File: src/design/vsa_div.sv
`default_nettype none
// ----------------------------------------------------------------------------
// vsa_div
// Pipelined unsigned restoring divider, one quotient bit per register stage.
// The dividend must be below divisor * 2^Q_W.
// ----------------------------------------------------------------------------
module vsa_div #(
   parameter int D_W = 26,
   parameter int Q_W = 14
) (
   input  logic                 clock,
   input  logic                 en,
   input  logic [D_W+Q_W-1:0]   dividend,
   input  logic [D_W-1:0]       divisor,
   output logic [Q_W-1:0]       quotient
);

   localparam int CW = D_W + Q_W;

   logic [CW-1:0]  rem_ff [Q_W];
   logic [D_W-1:0] div_ff [Q_W];
   logic [Q_W-1:0] quo_ff [Q_W];

   for (genvar k = 0; k < Q_W; k++) begin : g_stage
      localparam int J = Q_W - 1 - k;
      logic [CW-1:0]  rem_prev;
      logic [D_W-1:0] div_prev;
      logic [Q_W-1:0] quo_prev;
      logic [CW-1:0]  dsh;
      logic           take;

      if (k == 0) begin : g_first
         assign rem_prev = dividend;
         assign div_prev = divisor;
         assign quo_prev = '0;
      end else begin : g_next
         assign rem_prev = rem_ff[k-1];
         assign div_prev = div_ff[k-1];
         assign quo_prev = quo_ff[k-1];
      end

      assign dsh  = CW'(div_prev) << J;
      assign take = (rem_prev >= dsh);

      always_ff @(posedge clock) begin
         if (en) begin
            rem_ff[k] <= take ? (rem_prev - dsh) : rem_prev;
            div_ff[k] <= div_prev;
            quo_ff[k] <= {quo_prev[Q_W-2:0], take};
         end
      end
   end

   assign quotient = quo_ff[Q_W-1];

endmodule
`default_nettype wire

File: config.mk
export PLATFORM = sky130hd
export DESIGN_NAME = vsa_div
export DESIGN_NICKNAME = d
export VERILOG_FILES = /design/src/design/vsa_div.sv
export SDC_FILE = /design/constraint.sdc
export NUM_CORES = 2
export LEC_CHECK = 0
export BUFFER_PORTS_ARGS = -buffer_cell sky130_fd_sc_hd__buf_2
export CELL_PAD_IN_SITES_DETAIL_PLACEMENT = 0
export CELL_PAD_IN_SITES_GLOBAL_PLACEMENT = 1
export CORE_MARGIN = 4
export CORE_UTILIZATION = 52
export DETAILED_ROUTE_END_ITERATION = 10
export PLACE_DENSITY_LB_ADDON = 0.1
export SETUP_SLACK_MARGIN = 0.5
export SLEW_MARGIN = 10
export SYNTH_ARGS = -nofsm -noshare
export SYNTH_HDL_FRONTEND = slang
export SYNTH_SLANG_ARGS = --single-unit
File: constraint.sdc
create_clock -name clock -period 4 [get_ports clock]
set_clock_uncertainty 0.15 [all_clocks]
set_input_delay 0.2 -clock clock [delete_from_list [all_inputs] [get_ports clock]]
set_output_delay 0.2 -clock clock [all_outputs]
set_load 0.02 [all_outputs]
; ---- Word-level counts from Yosys, hierarchy flattened
; Memories as Yosys holds them, arrays and structs flattened.
; Cells that the tools add are included.
[op_classes]
add_sub_neg = 14
n_lt_le_gt_ge = 14
n_mux = 16
[ops]
columns = operator, count
row1 = 2-to-1 mux 40 bit, 14
row2 = greater-or-equal comparator 40 x 26 -> 1 bit, 1
row3 = greater-or-equal comparator 40 x 27 -> 1 bit, 1
row4 = greater-or-equal comparator 40 x 28 -> 1 bit, 1
row5 = greater-or-equal comparator 40 x 29 -> 1 bit, 1
row6 = greater-or-equal comparator 40 x 30 -> 1 bit, 1
row7 = greater-or-equal comparator 40 x 31 -> 1 bit, 1
row8 = greater-or-equal comparator 40 x 32 -> 1 bit, 1
row9 = greater-or-equal comparator 40 x 33 -> 1 bit, 1
row10 = greater-or-equal comparator 40 x 34 -> 1 bit, 1
row11 = greater-or-equal comparator 40 x 35 -> 1 bit, 1
row12 = greater-or-equal comparator 40 x 36 -> 1 bit, 1
row13 = greater-or-equal comparator 40 x 37 -> 1 bit, 1
row14 = greater-or-equal comparator 40 x 38 -> 1 bit, 1
row15 = greater-or-equal comparator 40 x 39 -> 1 bit, 1
row16 = subtractor 40 x 26 -> 40 bit, 1
row17 = subtractor 40 x 27 -> 40 bit, 1
row18 = subtractor 40 x 28 -> 40 bit, 1
row19 = subtractor 40 x 29 -> 40 bit, 1
row20 = subtractor 40 x 30 -> 40 bit, 1
row21 = subtractor 40 x 31 -> 40 bit, 1
row22 = subtractor 40 x 32 -> 40 bit, 1
row23 = subtractor 40 x 33 -> 40 bit, 1
row24 = subtractor 40 x 34 -> 40 bit, 1
row25 = other kinds (6), 7
[totals]
regBits = 0
ram_bits = 1120
input_bits = 68
out_inout_bits = 14
wordCells = 47
memories = 3
[mem_list]
columns = name, depth, width, read_ports, rd_ports_with_merged_regs, write_ports, line
row1 = rem_ff, 14, 40, 13, 0, 14, 20  ; logic [CW-1:0] rem_ff [Q_W];
row2 = div_ff, 14, 26, 13, 0, 14, 21  ; logic [D_W-1:0] div_ff [Q_W];
row3 = quo_ff, 14, 14, 14, 0, 14, 22  ; logic [Q_W-1:0] quo_ff [Q_W];

; ---- Logic depth before layout (Yosys ltp)
; An unclocked memory read counts as a cell.
[logic_depth]
ltp_word = 3
depth_mapped = 16
ltp_nobuf = 13

; ---- Least setup slack after synthesis
; Ideal clock, no wire load.
[synth_timing]
path_type = reg2reg
from = mem rem_ff[10][2] (netlist name)
to = mem rem_ff[11][21] (netlist name), data pin
setup_ps = 260
t_arrival_ps = 2914
t_required_ps = 3590
slack_ps = 676
stages_incl_launch_ff = 15
path_buffers = 1
synth_period_minus_slack_ps = 3324
cell_sequence = edfxtp_1 -> inv_1 -> ha_1 -> inv_1 -> fa_1 -> a211oi_1 -> o21bai_1 -> a21oi_2 -> o2111ai_1 -> a31oi_1 -> nor2_1 -> a21oi_2 -> nand2_2 -> buf_2 -> mux2_2
[synth_lines]
columns = element, line
row1 = start: declaration, 20

==> flow_summary.json <==
{
  "fin_nets": 5699,
  "path_delay_family": "simple AND/OR/NAND/NOR gates",
  "multiInputGateArea_um2": 24200,
  "fin_crit_ns": 3.45,
  "drive_gt1_share_pct": 14.2,
  "yosys.area.top_type": "edfxtp_1",
  "cts_tree": "done",
  "nFillCells": 8407,
  "via_count": 37200,
  "register_area_um2": 28900,
  "final_area_um2": 63500,
  "async_flop_share_pct": 0,
  "setup_viol": 0,
  "syn_to_final_growth_pct": 16.4,
  "use_met1_pct": 20.1,
  "fin_crit_sh_pct": 86.3,
  "wire_per_inst_um": 17.7,
  "h-tree-depth": 3,
  "grt_setup_unrepaired": "true",
  "rr_startpoint": "rem_ff[4][21]",
  "critPathLaunch": "rem_ff[4][21]",
  "cts-root-buf": "clkbuf_16",
  "crit_buf_inv": 3,
  "synthesis.area_um2": 54500,
  "antenna_found_initial": 0,
  "power.density_nw_per_um2": 697,
  "cts.sinks": 963,
  "clock.fmax_mhz": 290,
  "antenna_left": 0,
  "start_util_pct": 52.5,
  "yosys_warnings": 0,
  "routed_wl_mm": 119,
  "ios": 82,
  "hold_viol": 0,
  "yosys_register_bits": 963,
  "grt_pass1_vias": 37900,
  "hpwl_mm": 90.5,
  "final.setup.tns_ns": 0,
  "insertion_delay_ns": 0.70,
  "synthFlopType": "edfxtp_1",
  "synth_nets": 5344,
  "hold_start": "divisor[13]",
  "slowest_delay_ns": 0.58,
  "cp_data_arrival_time_ns": 3.74,
  "slew_viol_final": 0,
  "status": "finished, final reports clean",
  "start_kind": "register",
  "avgSynthCellArea_um2": 11.1,
  "crit_type": "reg -> reg",
  "clock_path_buffers": 3,
  "met2_usage_pct": 42.9,
  "io_buffers": 81,
  "overflow": 0,
  "end_kind": "register",
  "tightest_slew_ns": 1.15,
  "placed_area_um2": 57600,
  "grt.busiest_layer": "met2",
  "via_per_inst": 5.52,
  "grt_max_degree": 80,
  "dieArea_um2": 110000,
  "ir_drop_uv": 479,
  "first_pass_iters": 5,
  "num_rows": 118,
  "place.gp.congestion": 0.912,
  "synth.area.top_cells": "edfxtp_1, ha_1, a21oi_1",
  "ys_types": 109,
  "hold_class": "in -> reg",
  "grt_usage_pct": 21.1,
  "cp_max_fo": 6,
  "required_ns": 4.29,
  "path_cells": "ha_4 -> nand3_4 -> or4_4 -> or4_4 -> a31oi_1 -> buf_4 -> a211oi_4 -> buf_6 -> buf_4 -> o21bai_4 -> nor2_1 -> xor2_1",
  "maxCapViolations": 0,
  "cts_buffers": 106,
  "grt_pass1_wl_mm": 189,
  "die_w_um": 332,
  "syn_inst": 4899,
  "drt_iter0_markers": 1473,
  "p_leak_nw": 25.3,
  "cpMaxStageDelayCell": "or4_4",
  "relSlewSlack_pct": 21.2,
  "clk_pin_slew_ns": 0.06,
  "synth_seq_area_share_pct": 53.1,
  "die_height_um": 332,
  "met3_usage_pct": 2.43,
  "synth_edf_count": 963,
  "core_area_um2": 104000,
  "drc_errors": 0,
  "netlist.area_leader.share_pct": 53.1
}
## report_power, final
part	internal, mW	switching, mW	total [mW]
Clock	6.00	4.08	10.1
Sequential	14.5	1.45	15.9
Combinational	8.20	10.1	18.3
## Yosys cell counts (24+ instances only)
cell type,n
xnor2_1,173
nand2b_1,51
ha_1,364
nor4_1,40
a21o_1,186
a21oi_1,366
nand4_1,52
o21ai_0,313
o31ai_1,36
o21bai_1,46
xor2_1,181
nor3_1,72
edfxtp_1,963
nand3_1,93
nand2_1,409
and3_1,34
or3_1,24
inv_1,466
o211ai_1,28
buf_2,27
o21a_1,50
nor2b_1,42
a211oi_1,31
a31oi_1,48
clkbuf_1,79
mux2_2,54
nor2_1,280
## worst reg2reg max path: cells and delay by family (launching register included)
kind | cells | cell delay, ns
DFF | 1 | 0.46
xor gates and xnor gates | 1 | 0.09
AOI/OAI and AO/OA | 3 | 0.41
buffers and inverters | 3 | 0.47
adders and majority gates | 1 | 0.32
and+or+nand+nor | 4 | 1.30
## placed cells by master (no fill, tap or decap), drive strengths merged, types with 174 or more instances in the layout
master and n:
a21oi 381, xnor2 174, nand2 410, ha 364, xor2 181, o21ai 326, inv 473, a21o 187
buf 301, nor2 287, edfxtp 963
## per-layer routing
layer / part of all wire, % / vias to the layer above
met5: 0 / -
li1: - / 18800
met2: 56 / 635
met1: 35 / 17400
met3: 2.6 / 305
met4: 5.9 / 0
## kinds of logic after synthesis
group,synth area share (%)
compound gates,15.5
buf+inv,4.33
flops,53.1
fa+ha+maj,8.83
xor+xnor,5.72
mux,1.46
simple gates,11.1
## state kept, by name (all words and copies together), names as in the netlist
register,flops
div_ff,338
rem_ff,520
quo_ff,105
## repair_timing
action | CTS | global route
hold endpoints to repair | 121 | 0
gates resized for setup | 55 | 143
setup endpoints to repair | 166 | 235
buffers inserted | 14 | 44
cloned | 0 | 4
hold buffers | 67 | 0
pin swaps | 21 | 75
## through the flow
stage	power, mW	hold slack (ns)	cells	worst slack (ns)	utilization, %
finish	44.2	0.0799	6727	0.549	61.1
global route	47.2	0.0561	6726	0.400	61.1
CTS	43.7	0.00395	6678	0.470	60.0
detailed placement	33.1	0.242	6397	0.141	55.5
global placement	33.0	0.243	6397	0.110	55.5
floorplan	28.5	0.149	4899	0.676	-
## cell type report
class	instances	share of cell area, %
inverter	471	2.79
clock inverter	80	1.53
clock buffer	120	4.26
sequential	963	45.6
multi-input combinational	3340	38.2
timing repair buffer	372	4.93
tap	1380	2.72
antenna	1	0.00394
## path summary, 6_finish.rpt
kind                   endpoint  depth (start not counted)  slack [ns]
setup / recovery  rem_ff[5][38]                         12        0.55
hold / removal    div_ff[0][13]                          2        0.08
setup reg to reg  rem_ff[5][38]                         12        0.55
hold reg to reg    quo_ff[6][4]                          0        0.26
(Power assumes the default switching activity.)
