## config.mk

```make
export PLATFORM = sky130hd
export DESIGN_NAME = vsa_isqrt
export DESIGN_NICKNAME = d
export VERILOG_FILES = /design/src/design/vsa_isqrt.sv
export SDC_FILE = /design/constraint.sdc
export NUM_CORES = 2
export LEC_CHECK = 0
export BUFFER_PORTS_ARGS = -buffer_cell sky130_fd_sc_hd__buf_2
export CAP_MARGIN = 15
export CELL_PAD_IN_SITES_DETAIL_PLACEMENT = 1
export CELL_PAD_IN_SITES_GLOBAL_PLACEMENT = 1
export CORE_ASPECT_RATIO = 0.75
export CORE_MARGIN = 8
export CORE_UTILIZATION = 39
export DETAILED_ROUTE_END_ITERATION = 8
export HOLD_SLACK_MARGIN = 0.03
export PLACE_DENSITY_LB_ADDON = 0.1
export RECOVER_POWER = 100
export SLEW_MARGIN = 20
export SYNTH_ARGS = -nofsm -noshare
export SYNTH_HDL_FRONTEND = slang
export SYNTH_SLANG_ARGS = --single-unit
```

## constraint.sdc

```tcl
create_clock -name clock -period 2.9 [get_ports clock]
set_input_delay 0.58 -clock clock [delete_from_list [all_inputs] [get_ports clock]]
set_output_delay 0.58 -clock clock [all_outputs]
set_load 0.01 [all_outputs]
```

## src/design/vsa_isqrt.sv

```systemverilog
`default_nettype none
// ----------------------------------------------------------------------------
// vsa_isqrt
// Pipelined integer square root, one result bit per register stage.
// ----------------------------------------------------------------------------
module vsa_isqrt #(
   parameter int IN_W = 52
) (
   input  logic                clock,
   input  logic                en,
   input  logic [IN_W-1:0]     radicand,
   output logic [IN_W/2-1:0]   root
);

   localparam int ROOT_W = IN_W / 2;
   localparam int RW     = ROOT_W + 3;

   logic [IN_W-1:0]   x_ff    [ROOT_W];
   logic [RW-1:0]     rem_ff  [ROOT_W];
   logic [ROOT_W-1:0] root_ff [ROOT_W];

   for (genvar k = 0; k < ROOT_W; k++) begin : g_stage
      logic [IN_W-1:0]   x_prev;
      logic [RW-1:0]     rem_prev;
      logic [ROOT_W-1:0] root_prev;
      logic [RW-1:0]     rem_sh;
      logic [RW-1:0]     trial;
      logic              take;

      if (k == 0) begin : g_first
         assign x_prev    = radicand;
         assign rem_prev  = '0;
         assign root_prev = '0;
      end else begin : g_next
         assign x_prev    = x_ff[k-1];
         assign rem_prev  = rem_ff[k-1];
         assign root_prev = root_ff[k-1];
      end

      // Bring down the next two radicand bits and try root*4+1.
      assign rem_sh = {rem_prev[RW-3:0], x_prev[IN_W-1:IN_W-2]};
      assign trial  = RW'({root_prev, 2'b01});
      assign take   = (rem_sh >= trial);

      always_ff @(posedge clock) begin
         if (en) begin
            x_ff[k]    <= x_prev << 2;
            rem_ff[k]  <= take ? (rem_sh - trial) : rem_sh;
            root_ff[k] <= {root_prev[ROOT_W-2:0], take};
         end
      end
   end

   assign root = root_ff[ROOT_W-1];

endmodule
`default_nettype wire

```

Word-level counts from Yosys, hierarchy flattened --
Memory sizes are Yosys's and may differ from the RTL's. Index checks and enable logic that the tools add are counted.
Cells by class: add/sub/neg operators 26, $lt $le $gt $ge 26, multiplexer cells 28
Operator list (count):
- $mux 29 | 26
- $ge 29x28->1 | 25
- $sub 29x28->29 | 25
- $sub 2x1->3 const B | 1
- $ge 2x1->1 const B | 1
- $mux 1 | 2
Word-level totals: register bits after elaboration 0, memory bits (writable) 2730, bits of input ports 54, output and inout bits 26, memories 3
Memory list:
- x_ff | words 26, bits a word 50, read ports 25, clocked after memory_dff 0, wr ports 26, line 18 | logic [IN_W-1:0] x_ff [ROOT_W];
- rem_ff | words 26, bits a word 29, read ports 25, clocked after memory_dff 0, wr ports 26, line 19 | logic [RW-1:0] rem_ff [ROOT_W];
- root_ff | words 26, bits a word 26, read ports 26, clocked after memory_dff 0, wr ports 26, line 20 | logic [ROOT_W-1:0] root_ff [ROOT_W];

Longest topological paths before layout --
An unclocked memory read counts as a cell.
depth after elaboration 3, depth in mapped cells 13

Worst setup path after synthesis --
Ideal clock, no wire load.
path type flip-flop to flip-flop, start point memory rem_ff[17][1] in the netlist's numbering, end point memory rem_ff[18][11] in the netlist's numbering (data pin), setup time 0.260 ns, arrival time 2.855 ns, data required time 2.640 ns, slack -0.215 ns, cell stages (with the launch flop) 12, path buffers 2, clock period less this slack 3.115 ns, cells stage by stage edfxtp_1 > ha_1 > a21oi_1 > a211oi_1 > a2111oi_0 > and2b_1 > o2111ai_1 > and3_1 > buf_4 > inv_1 > buf_2 > mux2_2
RTL lines (line):
- start: declaration | 19

==> metrics.md <==
| Metric | Value |
|---|---|
| Violations in the final reports | `setup timing` |
| Most common cell after layout, fill and taps aside | `sky130_fd_sc_hd__edfxtp_1` |
| Startpoint-to-endpoint class of the critical path | `reg -> reg` |
| Wire length of the first global-routing pass | `291 mm` |
| Final routed wire length divided by cell count | `19.3 microns` |
| Overall die area | `211000 sq um` |
| Result of the run | `finished, violations left` |
| Worst endpoint required time | `3.45 ns` |
| Total detailed-routing wirelength | `188 mm` |
| R2r setup slk | `-0.06 ns` |
| Maximum VDD drop | `0.649 mV` |
| Number of buffers on the longest clock path | `3` |
| Number of placed I/O pins | `80` |
| Via count of the routed design | `49374` |
| Worst slew margin relative to its limit | `4.91%` |
| Largest fanout on the critical path | `6` |
| Core region area | `195000 sq um` |
| Cell area after technology mapping | `76500 sq um` |
| Max Fclk | `338 MHz` |
| Mean instance size in the synthesized netlist | `12.9 sq um` |
| Part of the cycle the worst path needs | `102%` |
| Reg clk slew, reported paths | `0.06 ns` |
| Reg-to-Reg Start | `rem_ff[2][18]$_DFFE_PP_` |
| Post-route ant nets | `0` |
| Clock Skew | `0.0480 ns` |
| Net count, final | `7421` |
| Worst Slack Setup Final | `-0.0627 ns` |
| Crit path time final | `2.96 ns` |
| Crit. End Element | `flop` |
| Total number of H-tree levels | `4` |
| Clock tree from TritonCTS | `built` |
| Post-DP Area | `85800 sq um` |
| Highest cell delay on the worst timing path | `0.56 ns` |
| Leakage power total | `36.4 nW` |
| Commonest cells after routing, fill and taps aside | `sky130_fd_sc_hd__edfxtp_1, sky130_fd_sc_hd__buf_4, sky130_fd_sc_hd__inv_1, sky130_fd_sc_hd__nand2_1, sky130_fd_sc_hd__nor2_1` |
| DIE WIDTH | `527 microns` |
| Layout area overhead | `23.4%` |
| Pin count of the biggest net entering global routing | `91` |
| Finished Cell Area | `94400 sq um` |
| Initial DRC count | `2792` |
| Gpl congestion | `0.824` |
| Warning count from the yosys run | `0` |
| Drt first pass iters | `5` |
| Setup violators final | `27` |
| Number of pins exceeding their max-slew limit in the final report | `0` |
| Overflow after GRT | `0` |
| Min-Delay Path Class | `reg -> reg` |
| Vias in the first global route | `50974` |
| Fraction of synthesis flops using an asynchronous set or reset pin | `0%` |
| Mapped Cells | `5949` |
| Critical path data arrival time | `3.51 ns` |
| Setup repair after global routing missed its margin | `true` |
| Count of unresolved DRC violations after routing | `0` |
| Detail Placement HPWL | `138 mm` |
| Worst Hold Endpoint | `x_ff[2][97]$_DFFE_PP_` |
| Number of storage elements in the synthesis netlist | `1640` |
| Worst Reg-to-Reg Cells | `9` |
| Die height | `400 microns` |
| Count of input and output buffers | `79` |
| Starting Density | `39.3%` |
| Initial antenna violation count | `5` |
| Chain of cells forming the critical path | `or4_4 > or4b_1 > nor4_4 > clkbuf_1 > or3b_4 > nand2_4 > nor3_4 > nand2_1 > xnor2_1` |
| Transition time of the tightest slew-check pin | `1.43 ns` |
| Ratio of total power to cell area | `735 nW/um^2` |
| Number of maximum-capacitance violations | `0` |
| Post-Synthesis Net Count | `6382` |
| Number of buffers added by the clock tree synthesis step | `168` |
| Number of endpoints with negative hold slack in the final report | `0` |
| Cell with the largest stage delay on the worst path | `sky130_fd_sc_hd__or4b_1` |
| Prevailing post-synth register cell | `sky130_fd_sc_hd__edfxtp_1` |
| Post-placement worst setup slack | `-0.333 ns` |
| Post-route total power | `69.4 mW` |
| Count of distinct cell types in the synthesized netlist | `93` |
| Hold path startpoint | `x_ff[2][45]$_DFFE_PP_` |
| Crit path launch type | `flop` |
| Worst Hold Path Cells | `0` |
| Ratio of cells with drive above 1 in the final layout | `21.1%` |
| Reg-to-reg endpoint | `rem_ff[3][20]$_DFFE_PP_` |
| Setup_tns | `-0.557 ns` |
| Clock Sinks | `1640` |
| CTS root buffer | `sky130_fd_sc_hd__clkbuf_16` |
| Total routing resource utilization after global routing | `17.3%` |
| Row cnt | `140` |
| Clock latency of the later-clocked register in the worst-skew pair | `0.81 ns` |
| Worst hold slack | `0.402 ns` |
| Number of enable flip-flop cells after synthesis | `1640` |
| Number of vias per cell | `5.06` |
| Share of synthesized area occupied by flip-flops and latches | `64.4%` |
[final cells by class]
type                    count  area (sq um)
fillers                 19894        100000
diodes                      3          7.51
clock inverters           110          1240
repair buffers            979          7280
inverters                 482          1820
multi-input cells        3717         27200
well taps                2627          3290
flip-flops and latches   1640         49200
clock buffers             201          4350
[how the worst max path moves through the flow]
| stage | slack, ns | startpoint | to | depth (start not counted) |
|---|---|---|---|---|
| 3_5_place_dp | -0.33 | rem_ff[21][1]$_DFFE_PP_ | rem_ff[22][26]$_DFFE_PP_ | 10 |
| 4_1_cts | -0.02 | rem_ff[21][14]$_DFFE_PP_ | rem_ff[22][26]$_DFFE_PP_ | 11 |
| 2_1_floorplan | -0.08 | rem_ff[4][10]$_DFFE_PP_ | rem_ff[5][15]$_DFFE_PP_ | 10 |
| 3_3_place_gp | -0.24 | rem_ff[10][12]$_DFFE_PP_ | rem_ff[11][1]$_DFFE_PP_ | 7 |
| 5_1_grt | -0.14 | rem_ff[3][9]$_DFFE_PP_ | rem_ff[4][14]$_DFFE_PP_ | 10 |
| 6_report | -0.06 | rem_ff[2][18]$_DFFE_PP_ | rem_ff[3][20]$_DFFE_PP_ | 9 |
[flip-flops by register name, summed over array words and instances, names as in the netlist]
| signal | cells |
|---|---|
| x_ff | 650 |
| rem_ff | 639 |
| root_ff | 351 |
[kinds of logic (layout without fill, tap and decap cells)]
kind of cell               after synthesis  in the layout  share of synthesized area (%)
muxes                                   39             39                          0.566
DFF                                   1640           1640                           64.4
xor gates and xnor gates               508            508                           5.82
buffers and inverters                  593           1772                           2.96
adders and majority gates              379            379                           6.20
AOI/OAI and AO/OA                     1197           1198                           9.69
other                                    1              4                        0.00490
and+or+nand+nor                       1592           1592                           10.4
[stage by stage]
step / utilization [%] / instances
2_1_floorplan: - / 5949
3_3_place_gp: 44.1 / 9286
4_1_cts: 47.7 / 9672
3_5_place_dp: 44.1 / 9286
6_report: 48.5 / 9759
5_1_grt: 48.5 / 9757
[what timing repair did]
| item | CTS | global route |
|---|---|---|
| hold buffers | 53 | 0 |
| setup endpoints to repair | 277 | 433 |
| cloned | 2 | 6 |
| gates resized for setup | 137 | 369 |
| endpoints found under the hold margin | 53 | 0 |
| pin swaps | 34 | 127 |
| setup buffers | 20 | 80 |
[report_power, final]
group	internal [mW]	switching, mW
logic	7.09	8.61
clock network	12.5	9.50
registers	29.8	1.92
[worst max-delay path: cells and delay by family, from the launching register on]
family                    cells  cell delay (ns)
xor gates and xnor gates      1             0.07
buffers and inverters         1             0.19
DFF                           1             0.39
and+or+nand+nor               7             2.06
[metal layers]
| layer | GRT usage, % | part of all wire, % | vias up |
|---|---|---|---|
| met5 | 0 | 0 | - |
| met4 | 3.71 | 1.7 | 0 |
| met3 | 2.54 | 3.4 | 230 |
| met2 | 27.9 | 46 | 631 |
| li1 | - | - | 24151 |
| met1 | 24.8 | 49 | 24362 |
[cell usage after synthesis, types with 14 or more instances]
master | count | area share [%]
sky130_fd_sc_hd__a2111oi_0 | 17 | 0.19
sky130_fd_sc_hd__a211oi_1 | 33 | 0.32
sky130_fd_sc_hd__a21boi_0 | 14 | 0.14
sky130_fd_sc_hd__a21o_1 | 121 | 1.2
sky130_fd_sc_hd__a21oi_1 | 358 | 2.3
sky130_fd_sc_hd__a31oi_1 | 36 | 0.29
sky130_fd_sc_hd__and2_1 | 20 | 0.16
sky130_fd_sc_hd__and3_1 | 30 | 0.25
sky130_fd_sc_hd__clkbuf_1 | 89 | 0.44
sky130_fd_sc_hd__edfxtp_1 | 1640 | 64
sky130_fd_sc_hd__ha_1 | 379 | 6.2
sky130_fd_sc_hd__inv_1 | 478 | 2.3
sky130_fd_sc_hd__mux2_2 | 34 | 0.50
sky130_fd_sc_hd__nand2_1 | 423 | 2.1
sky130_fd_sc_hd__nand2b_1 | 74 | 0.61
sky130_fd_sc_hd__nand3_1 | 119 | 0.78
sky130_fd_sc_hd__nand3b_1 | 19 | 0.19
sky130_fd_sc_hd__nand4_1 | 74 | 0.61
sky130_fd_sc_hd__nor2_1 | 354 | 1.7
sky130_fd_sc_hd__nor2b_1 | 41 | 0.34
sky130_fd_sc_hd__nor3_1 | 158 | 1.0
sky130_fd_sc_hd__nor3b_1 | 14 | 0.14
sky130_fd_sc_hd__nor4_1 | 69 | 0.56
sky130_fd_sc_hd__nor4b_1 | 15 | 0.17
sky130_fd_sc_hd__o211ai_1 | 29 | 0.28
sky130_fd_sc_hd__o21a_1 | 70 | 0.69
sky130_fd_sc_hd__o21ai_0 | 334 | 2.2
sky130_fd_sc_hd__o21bai_1 | 28 | 0.27
sky130_fd_sc_hd__o31ai_1 | 41 | 0.40
sky130_fd_sc_hd__or2_2 | 28 | 0.23
sky130_fd_sc_hd__or3_1 | 70 | 0.57
sky130_fd_sc_hd__or4_1 | 38 | 0.37
sky130_fd_sc_hd__xnor2_1 | 280 | 3.2
sky130_fd_sc_hd__xor2_1 | 228 | 2.6
No activity file was read; power rests on OpenSTA's default activity.
